`src/sv/fefd_pkg.sv`:
```
`default_nettype none

package fefd_pkg;

    localparam int TIME_W = 30;
    localparam int CFG_W = 7;
    localparam int VEH_OUT_W = 6;
    localparam int OUT_FIELDS_W = 1 + VEH_OUT_W + TIME_W + 1 + TIME_W;
    localparam int OUT_W = ((OUT_FIELDS_W + 7) / 8) * 8;

    localparam logic [TIME_W-1:0] NO_FINISH = 30'd1000000000;
    localparam logic [CFG_W-1:0] CFG_RESET = 7'd64;

    typedef struct packed {
        logic clear;
        logic valid;
    } t_eval_ctl;

    typedef struct packed {
        logic [TIME_W-1:0] fin;
        logic [TIME_W-1:0] idle;
        logic              early;
    } t_best;

endpackage

`default_nettype wire

```
`src/sv/fefd_eval.sv`:
```
`default_nettype none

module fefd_eval #(
    parameter int COORD_BITS = 16,
    parameter int IDX_W = 6
) (
    input  wire logic                          i_clk,
    input  wire logic                          i_rst_n,
    input  wire fefd_pkg::t_eval_ctl           i_ctl,
    input  wire logic [IDX_W-1:0]              i_idx,
    input  wire logic [fefd_pkg::TIME_W-1:0]   i_rdy,
    input  wire logic [COORD_BITS-1:0]         i_row,
    input  wire logic [COORD_BITS-1:0]         i_col,
    input  wire logic [COORD_BITS-1:0]         i_pr,
    input  wire logic [COORD_BITS-1:0]         i_pc,
    input  wire logic [fefd_pkg::TIME_W-1:0]   i_start,
    input  wire logic [fefd_pkg::TIME_W-1:0]   i_latest,
    input  wire logic [COORD_BITS+1:0]         i_drive,
    output logic                               o_busy,
    output fefd_pkg::t_best                    o_best,
    output logic [IDX_W-1:0]                   o_best_idx
);

    localparam int CB = COORD_BITS;
    localparam int TW = fefd_pkg::TIME_W;

    logic [CB-1:0]   w_ad_r;
    logic [CB-1:0]   w_ad_c;
    logic            w_early;
    logic [TW+1:0]   w_fin;
    logic            w_feas;
    logic            w_better;

    logic            r_vb, r_vc, r_vd, r_ve;
    logic [IDX_W-1:0] r_ib, r_ic, r_id, r_ie;
    logic [CB:0]     r_dist_b;
    logic [TW-1:0]   r_rdy_b;
    logic [TW:0]     r_arr_c;
    logic [TW:0]     r_arr_d;
    logic [TW-1:0]   r_idle_d;
    logic            r_early_d;
    logic [TW-1:0]   r_fin_e;
    logic [TW-1:0]   r_idle_e;
    logic            r_early_e;
    fefd_pkg::t_best r_best;
    logic [IDX_W-1:0] r_best_idx;

    assign w_ad_r = (i_row > i_pr) ? (i_row - i_pr) : (i_pr - i_row);
    assign w_ad_c = (i_col > i_pc) ? (i_col - i_pc) : (i_pc - i_col);
    assign w_early = (r_arr_c <= (TW+1)'(i_start));
    assign w_fin = (TW+2)'(r_arr_d) + (TW+2)'(i_drive);
    assign w_feas = (w_fin <= (TW+2)'(i_latest));
    assign w_better = (r_fin_e < r_best.fin) ||
                      ((r_fin_e == r_best.fin) && (r_idle_e < r_best.idle));

    always_ff @(posedge i_clk) begin
        if (!i_rst_n) begin
            r_vb <= 1'b0;
            r_vc <= 1'b0;
            r_vd <= 1'b0;
            r_ve <= 1'b0;
        end else begin
            r_vb <= i_ctl.valid;
            r_vc <= r_vb;
            r_vd <= r_vc;
            r_ve <= r_vd;
        end
    end

    always_ff @(posedge i_clk) begin
        r_ib     <= i_idx;
        r_rdy_b  <= i_rdy;
        r_dist_b <= (CB+1)'(w_ad_r) + (CB+1)'(w_ad_c);

        r_ic    <= r_ib;
        r_arr_c <= (TW+1)'(r_rdy_b) + (TW+1)'(r_dist_b);

        r_id      <= r_ic;
        r_early_d <= w_early;
        r_idle_d  <= w_early ? TW'((TW+1)'(i_start) - r_arr_c) : '0;
        r_arr_d   <= w_early ? (TW+1)'(i_start) : r_arr_c;

        r_ie      <= r_id;
        r_fin_e   <= w_feas ? TW'(w_fin) : fefd_pkg::NO_FINISH;
        r_idle_e  <= r_idle_d;
        r_early_e <= r_early_d;

        if (i_ctl.clear) begin
            r_best.fin   <= fefd_pkg::NO_FINISH;
            r_best.idle  <= fefd_pkg::NO_FINISH;
            r_best.early <= 1'b0;
            r_best_idx   <= '0;
        end else if (r_ve && w_better) begin
            r_best.fin   <= r_fin_e;
            r_best.idle  <= r_idle_e;
            r_best.early <= r_early_e;
            r_best_idx   <= r_ie;
        end
    end

    assign o_busy = r_vb | r_vc | r_vd | r_ve;
    assign o_best = r_best;
    assign o_best_idx = r_best_idx;

endmodule

`default_nettype wire

```
`config.mk`:
```
export PLATFORM = sky130hd
export DESIGN_NAME = fefd_eval
export DESIGN_NICKNAME = d
export VERILOG_FILES = /design/src/sv/fefd_pkg.sv /design/src/sv/fefd_eval.sv
export SDC_FILE = /design/constraint.sdc
export NUM_CORES = 1
export LEC_CHECK = 0
export BUFFER_PORTS_ARGS = -buffer_cell sky130_fd_sc_hd__buf_2
export CAP_MARGIN = 30
export CORE_MARGIN = 1.5
export CORE_UTILIZATION = 50
export DETAILED_ROUTE_END_ITERATION = 16
export PLACE_DENSITY = 0.81
export SLEW_MARGIN = 10
export SYNTH_ARGS = -nofsm -noshare
export SYNTH_HDL_FRONTEND = slang
export SYNTH_SLANG_ARGS = --single-unit
```
`constraint.sdc`:
```
create_clock -name i_clk -period 5.3 [get_ports i_clk]
set_input_delay 0.795 -clock i_clk [delete_from_list [all_inputs] [get_ports i_clk]]
set_output_delay 0.795 -clock i_clk [all_outputs]
set_load 0.03 [all_outputs]
```
; Word-level counts from Yosys, hierarchy flattened
; Cells that the tools add are included.
[totals]
in_bits = 182
reg_bits = 296
word_cells = 46
out_inout_bits = 68
[op_classes]
n_lt_le_gt_ge = 6
n_addsub = 8
n_reduce_logical = 3
eq_ne = 1
n_mux = 3
bitwise = 3
[ops]
columns = operator, count
row1 = 16-bit subtractor, 4
row2 = 30-bit < comparator, 2
row3 = 31-bit by 18-bit adder with 32-bit output, 1
row4 = 16-bit greater-than comparator, 2
row5 = 32-bit by 30-bit <= comparator with 1-bit output, 1
row6 = 16-bit 2-to-1 mux, 2
row7 = 30-bit by 17-bit adder with 31-bit output, 1
row8 = 31-bit by 30-bit <= comparator with 1-bit output, 1
row9 = 30-bit == test, 1
row10 = 30-bit 2-to-1 mux, 1
row11 = 30-bit subtractor, 1
row12 = 16-bit by 16-bit adder with 17-bit output, 1
row13 = 1-bit OR, 3
row14 = 1-bit logical AND, 2
row15 = 1-bit logical OR, 1

; Logic depth before layout (Yosys ltp)
; Gate-level depths: netlist of the first run.
[logic_depth]
word_depth = 4
ltp_mapped = 22
mapped_depth_nobuf = 21

; Least setup slack after synthesis of the first run
; OpenSTA, ideal clock, no wires.
[synth_path]
kind = input to register
start = input port i_row[14]
end = register r_dist_b[16]
path_buffers = 3
required_ns = 5.167
arrival_ns = 4.764
setup_ns = 0.133
stages = 20
setup_slack_ns = 0.403
path_cell_list = inv_1 ha_1 clkbuf_2 nand4_2 or4_4 nand4_1 o211ai_4 buf_6 buf_2 mux2_2 fa_1 a21o_1 a21oi_1 nor2b_1 nor2_1 o31ai_1 a41oi_1 a21oi_1 a311oi_1 o21ai_0
[synth_via]
elab_chain_len = 3
word_cells_on_any_way = 5
cone_classes = add/sub (3) / order compare (1) / mux (1)
[synth_rtl]
columns = element, line
row1 = from (decl), fefd_eval.sv:12  ; input wire logic [COORD_BITS-1:0] i_row,
row2 = 16-bit subtractor / 16-bit greater-than comparator (equally long branches), fefd_eval.sv:48  ; assign w_ad_r = (i_row > i_pr) ? (i_row - i_pr) : (i_pr - i_row);
row3 = 16-bit 2-to-1 mux (*), fefd_eval.sv:48
row4 = 16-bit by 16-bit adder with 17-bit output (*), fefd_eval.sv:73  ; r_dist_b <= (CB+1)'(w_ad_r) + (CB+1)'(w_ad_c);
row5 = to (signal assigned), fefd_eval.sv:73
row6 = to (decl), fefd_eval.sv:36  ; logic [CB:0] r_dist_b;
; Mark *: on every way between the ends. The rest lies on a longest branch, timed or not.
; A chain may end at the register's enable or synchronous reset.

; Final worst setup path of the first run
[layout_path]
start = input port i_drive[0]
end = register r_fin_e[26]
[layout_via]
elab_chain_len = 2
[layout_rtl]
columns = element, line
row1 = from (decl), fefd_eval.sv:18  ; input wire logic [COORD_BITS+1:0] i_drive,
row2 = 31-bit by 18-bit adder with 32-bit output, fefd_eval.sv:51  ; assign w_fin = (TW+2)'(r_arr_d) + (TW+2)'(i_drive);
row3 = named net w_fin[20], fefd_eval.sv:30  ; logic [TW+1:0] w_fin;
row4 = 32-bit by 30-bit <= comparator with 1-bit output, fefd_eval.sv:52  ; assign w_feas = (w_fin <= (TW+2)'(i_latest));
row5 = to (signal assigned), fefd_eval.sv:84  ; r_fin_e <= w_feas ? TW'(w_fin) : fefd_pkg::NO_FINISH;
row6 = to (decl), fefd_eval.sv:42  ; logic [TW-1:0] r_fin_e;
; The timed path passes the listed nets, and every way through them passes these cells.

==> metrics.txt, run 1 <==
final setup margin=0.398 ns; hold buffer count at CTS=0; setup TNS=0 ns; critical path endpoint category=register; share of cells above drive strength 1=14.9%; Comb pwr share=42.4%; Worst path max stage delay=0.39 ns; area occupied by multi-input gates=around 11000 um^2; Slew headroom=around 41%; post-CTS resize count=0; Skew-Pair Late Insertion Delay=0.58 ns; first-pass GRT wire length=72300 um; MaxCap Viol Count=0; Synth warnings=0; crit path max fanout=13; DR pass1 iterations=7; Total GRT Usage=24.2%; placed insts=2701; Async SR Flop Fraction=0%; # IOs=250; vias per cell=approximately 5.4; Initial Util=50.8%; Clock Path Buffers=3; Pwr Density=about 450 nW/um^2; final hold violation count=0; Crit Path Class=primary input to register; core area=35500 um^2; count of pins over their slew limit=0; Vias=15000; cell area after synthesis=18000 um^2; CTS Root Buffer Type=clkbuf_16; Syn Nets=between 2000 and 2500; number of synthesized flops with an enable pin=0; critical path data arrival time=5.42 ns; number of routed nets with antenna violations=0; pin count of the biggest net entering global routing=68; CP max-delay cell=fa_1; Clock power frac=roughly 25%; worst reg2reg setup slack=approximately 0.41 ns; nets@finish=2724; Finished Layout Cells=2762; worst slack, placed=-0.0753 ns; fraction of the core area covered by cells at the end of the flow=between 50% and 60%; largest cells by area after synthesis=dfxtp_1 33%, ha_1 18%, inv_1 5.5%; Total Wirelength=45800 um; min Tclk post-route=4.90 ns; total power=9.29 mW; CTS tree=yes; Startpoint Class=primary input; Cell Int Power=5.90 mW; Max Clk Rate=0.204 GHz; DP Area=19700 um^2; most used flip-flop cell after synthesis=dfxtp_1; flops & latches, synth=296; Die Ht=193 um; initial antenna violation count=10; layout overhead on the synthesized area=15.6%; switching share of power=36.5%; CTS Buf Count=31; # setup viols final=0; DIE WIDTH=193 um; Netlist cell types=71; register area share after synthesis=32.9%; Final Cell Area=~21000 um^2; Final Skew=0.0228 ns; DP HPWL=about 38000 um; CP cell instances=buf_2 > ha_1 > inv_1 > fa_1 > nand2b_1 > a21oi_1 > nor3b_1 > o21ai_1 > o221ai_1 > a31oi_2 > and3_1 > xor2_1 > ha_1 > nand4_1 > nor3_1 > a221oi_1 > o21ai_0 > nor2_1 > a21oi_1 > o21a_1 > a21oi_2 > buf_4 > and2_1; H-tree Lvls=1; Slew @ Worst Pin=around 0.9 ns; RSZ-0062 raised after global routing=no; sequential share of power=33.1%; Syn Inst Count=between 2000 and 2500; Post-Syn Area per Cell=a little under 9 um^2; Peak VDD IR=roughly 0.40 mV; Reg area=roughly 5900 um^2; Sw Pwr=3.39 mW; run status=finished, final reports clean; Final Cycle Share=between 90% and 100%; IO Port Bufs=249; gr ovfl total=0; site row count=between 60 and 70; Worst-path clk slew=0.06 ns; Pleak=10.7 nW; GPL Wtd Cong=0.919; DRC=0; Worst Path Required=5.82 ns; Min Hold Slack=0.314 ns; number of global-route vias before repair=14900; worst min path class=primary input to register; top cell type's share of synthesized area=32.9%; Post-CTS Setup Inserts=0; Routed wire per std cell=16.6 um; Iter 0 DRT Violations=757; DIE AREA=37200 um^2; Sink Count=296; Fill cells=a little over 3000; cell accounting for the most synthesized area=dfxtp_1
-- cell type report --
type	instances	area share (%)
Inverter	267	4.81
Clock buffer	43	4.18
Antenna cell	5	0.0601
Sequential cell	296	28.4
Tap cell	461	2.77
Multi-Input combinational cell	1414	52.2
Clock inverter	13	1.05
Timing Repair Buffer	263	6.49
-- placed cells by master, fill, tap and decap left out, drive strengths merged, types with 9 or more instances in the layout --
| master | netlist | routed |
|---|---|---|
| a31oi | 24 | 24 |
| nor3 | 37 | 37 |
| o21bai | 16 | 16 |
| nand3 | 25 | 25 |
| a21oi | 119 | 119 |
| nor2 | 145 | 145 |
| xor2 | 37 | 37 |
| mux2 | 9 | 9 |
| a211o | 33 | 33 |
| o21ai | 77 | 77 |
| clkbuf | 21 | 43 |
| a21o | 57 | 57 |
| o21a | 23 | 23 |
| xnor2 | 78 | 78 |
| and2 | 23 | 23 |
| nand2b | 30 | 30 |
| o211ai | 15 | 15 |
| dfxtp | 296 | 296 |
| nor2b | 54 | 54 |
| nand4 | 38 | 38 |
| a211oi | 16 | 16 |
| a21boi | 10 | 10 |
| ha | 261 | 261 |
| and3 | 16 | 16 |
| buf | 22 | 263 |
| mux2i | 93 | 93 |
| nand2 | 86 | 86 |
| inv | 267 | 270 |
-- state kept, by name, summed over array words and instances, names as in the netlist --
signal and count:
r_ve 1, r_arr_d 31, r_idle_e 30, r_dist_b 17
r_early_d 1, r_ie 6, r_vc 1, r_ib 6
r_ic 6, r_early_e 1, r_fin_e 30, r_id 6
r_rdy_b 30, r_vb 1, o_best 61, r_idle_d 30
r_arr_c 31, o_best_idx 6, r_vd 1
-- Yosys cell counts, types with 25 or more instances --
library cell,n
mux2i_1,93
xnor2_1,78
ha_1,261
a21o_1,57
xor2_1,37
nor2b_1,54
nand4_1,34
inv_1,266
nand3_1,25
nor2_1,145
nand2b_1,30
a21oi_1,118
nand2_1,86
o21ai_0,68
dfxtp_1,296
nor3_1,36
a211o_1,33
-- worst max-delay path, delay by kind of cell --
family | cells | cell delay [ns]
xor+xnor | 1 | 0.23
simple gates | 7 | 0.99
compound gates | 9 | 2.11
fa+ha+maj | 3 | 0.86
buf+inv | 3 | 0.42
-- path summary, 6_finish.rpt --
path                     from           to  cells after the start
hold reg to reg   r_idle_d[0]  r_idle_e[0]                      0
setup reg to reg   r_arr_d[0]  r_fin_e[26]                     22
hold / removal       i_idx[1]      r_ib[1]                      1
setup / recovery   i_drive[0]  r_fin_e[26]                     23
-- power by group through the flow --
stage	Combinational, mW	Clock (mW)	Sequential [mW]
global placement	3.76	0	3.08
global route	4.40	2.40	3.12
finish	3.94	2.28	3.07
CTS	3.92	2.31	3.06
detailed placement	3.89	0	3.11
floorplan	2.93	0	3.04
-- metal layers --
metal,routed length (um),track usage [%],vias up
met4,1520,8.77,10
li1,-,-,7442
met1,19300,29.4,7039
met2,22100,42.9,446
met3,2790,3.60,96
met5,78,0,-
-- kinds of logic (layout without fill, tap and decap cells) --
kind of cell | Yosys count | count (layout) | share of synthesized area (%)
AOI/OAI and AO/OA | 432 | 432 | 15.8
xor gates and xnor gates | 115 | 115 | 5.59
adders and majority gates | 269 | 269 | 19.0
buffers and inverters | 311 | 586 | 6.87
DFF | 296 | 296 | 32.9
muxes | 102 | 102 | 5.77
other | 0 | 5 | 0
and+or+nand+nor | 496 | 496 | 14.1
No activity file was read; power rests on OpenSTA's default activity.
==> inputs of run 2 (changes only) <==
- ABC_AREA: unset -> 1
- PLACE_DENSITY: 0.81 -> 0.8
==> metrics.txt, run 2 <==
Largest register FFs=61; Netlist cell types=between 60 and 70; flops & latches, synth=296; Worst path max stage delay=0.40 ns; cell mode on critical path=nand2_1; Clock Path Buffers=3; Syn Inst Count=approximately 2700; number of global-route vias before repair=17900; site row count=just over 70; CTS Buf Count=31; worst slack, placed=roughly 0.46 ns; share of cells above drive strength 1=12.3%; DRC=0; # IOs=250; Crit Path Class=primary input to register; r2r worst-path depth=21; total power=9.86 mW; crit path from=i_row[0]; run status=finished, final reports clean; Die Ht=just over 200 um; Routed wire per std cell=about 16 um; hold buffer count at CTS=0; MaxCap Viol Count=0; Max Clk Rate=0.230 GHz; number of synthesized flops with an enable pin=0; top cells by count, synth=515 x nand2_1, 508 x inv_1, 296 x dfxtp_1, 261 x ha_1, 242 x a21oi_1; Post-CTS Setup Inserts=0; most used flip-flop cell after synthesis=dfxtp_1; Slew @ Worst Pin=between 0.8 and 0.9 ns; CTS tree=yes; initial antenna violation count=10; Total Wirelength=about 57000 um; DIE WIDTH=a little over 200 um; core area=38700 um^2; top-count cell post-synth=nand2_1; Post-Syn Area per Cell=between 7 and 8 um^2; Slew headroom=43.7%; Crit path depth=26; Sink Count=296; number of routed nets with antenna violations=0; cell accounting for the most synthesized area=dfxtp_1; Worst Path Required=5.79 ns; H-tree Lvls=1; CP bufs+invs=4; Total GRT Usage=27.7%; sequential share of power=between 30 and 40%; crit path max fanout=14; Comb pwr share=45.3%; Skew-Pair Late Insertion Delay=0.59 ns; Async SR Flop Fraction=0%; IO Port Bufs=249; final setup margin=about 0.95 ns; Crit Reg-Reg Endpoint=r_fin_e[1]; worst min path class=primary input to register; Clock power frac=around a quarter; vias per cell=slightly above 5; gr ovfl total=0; pin count of the biggest net entering global routing=74; # setup viols final=0; RSZ-0062 raised after global routing=no; GPL Wtd Cong=0.974; Sw Pwr=4.10 mW; Final Cycle Share=82.0%; Syn Nets=3176; largest cells by area after synthesis=dfxtp_1 30%, ha_1 17%, nand2_1 9.8%; count of pins over their slew limit=0; DP HPWL=47700 um; Pleak=around 12 nW; Cell Int Power=around 5.8 mW; min Tclk post-route=4.35 ns; DIE AREA=40500 um^2; switching share of power=41.5%; Initial Util=50.7%; critical path data arrival time=slightly below 5 ns; Critical Path Sink=r_dist_b[13]; register area share after synthesis=between 30% and 40%; Worst-path clk slew=~0.06 ns; commonest non-fill, non-tap cell in the layout=nand2_1; commonest cells after routing, fill and taps aside=515 x nand2_1, 507 x inv_1, 295 x dfxtp_1; Pwr Density=approximately 440 nW/um^2; cell area after synthesis=19600 um^2; worst reg2reg setup slack=1.21 ns; final hold violation count=0; Iter 0 DRT Violations=approximately 980; CTS Root Buffer Type=clkbuf_16; layout overhead on the synthesized area=14.2%; critical path endpoint category=register; setup TNS=0 ns; top cell type's share of synthesized area=30.2%; CP max-delay cell=fa_1; min-delay src=i_rdy[27]; nets@finish=3406; worst flop-to-flop path startpoint=r_arr_d[12]; Startpoint Class=primary input; Final Skew=0.0155 ns; family with the most delay on the worst path=compound AO/OA/AOI/OAI gates; first-pass GRT wire length=between 90000 and 100000 um; post-CTS resize count=0; Synth warnings=0; Vias=around 18000; DR pass1 iterations=7; Peak VDD IR=0.260 mV
[run 2: final cells by class]
cell class / instances / area (um^2)
Fill cell: 3733 / 16300
Multi-Input combinational cell: 1858 / 11400
Sequential cell: 296 / 5930
Inverter: 513 / 1930
Timing Repair Buffer: 255 / 1320
Clock buffer: 39 / 866
Tap cell: 518 / 648
Clock inverter: 18 / 270
Antenna cell: 2 / 5.00
[run 2: worst min path at each step]
stage	end	slack, ns	cells after the start
after floorplan	r_early_e	0.31	0
after global placement	r_id[1]	0.31	0
after detailed placement	r_idle_e[14]	0.31	0
after CTS	r_rdy_b[27]	0.28	1
after global routing	r_ib[4]	0.28	1
final	r_rdy_b[27]	0.30	1
[run 2: cells by family after synthesis]
kind of cell,synth area share [%]
AOI/OAI and AO/OA,13.3
xor gates and xnor gates,5.63
adders and majority gates,17.5
buffers and inverters,11.5
DFF,30.2
muxes,0.0574
and+or+nand+nor,21.9
[run 2: power groups by stage]
| stage | registers (mW) | logic (mW) | clock network, mW |
|---|---|---|---|
| 6_report | 3.02 | 4.47 | 2.38 |
| 5_1_grt | 3.06 | 4.99 | 2.50 |
| 4_1_cts | 3.02 | 4.43 | 2.42 |
| 3_5_place_dp | 3.06 | 4.39 | 0 |
| 3_3_place_gp | 3.04 | 4.28 | 0 |
| 2_1_floorplan | 2.99 | 3.16 | 0 |
[run 2: stage by stage]
| stage | utilization [%] | hold WS [ns] | instances | cell area [um^2] |
|---|---|---|---|---|
| after floorplan | - | 0.310 | 2725 | 19600 |
| after global placement | 54.8 | 0.311 | 3438 | 21200 |
| after detailed placement | 54.9 | 0.312 | 3440 | 21300 |
| after CTS | 57.9 | 0.276 | 3497 | 22400 |
| after global routing | 57.9 | 0.277 | 3498 | 22400 |
| final | 57.9 | 0.302 | 3499 | 22400 |
[run 2: metal layers]
| layer | vias up | wire, um | GRT usage [%] |
|---|---|---|---|
| li1 | 9176 | - | - |
| met1 | 8230 | 24400 | 33.1 |
| met2 | 488 | 27500 | 50.5 |
| met3 | 119 | 2640 | 3.58 |
| met4 | 14 | 2190 | 10.3 |
| met5 | - | 103 | 0 |
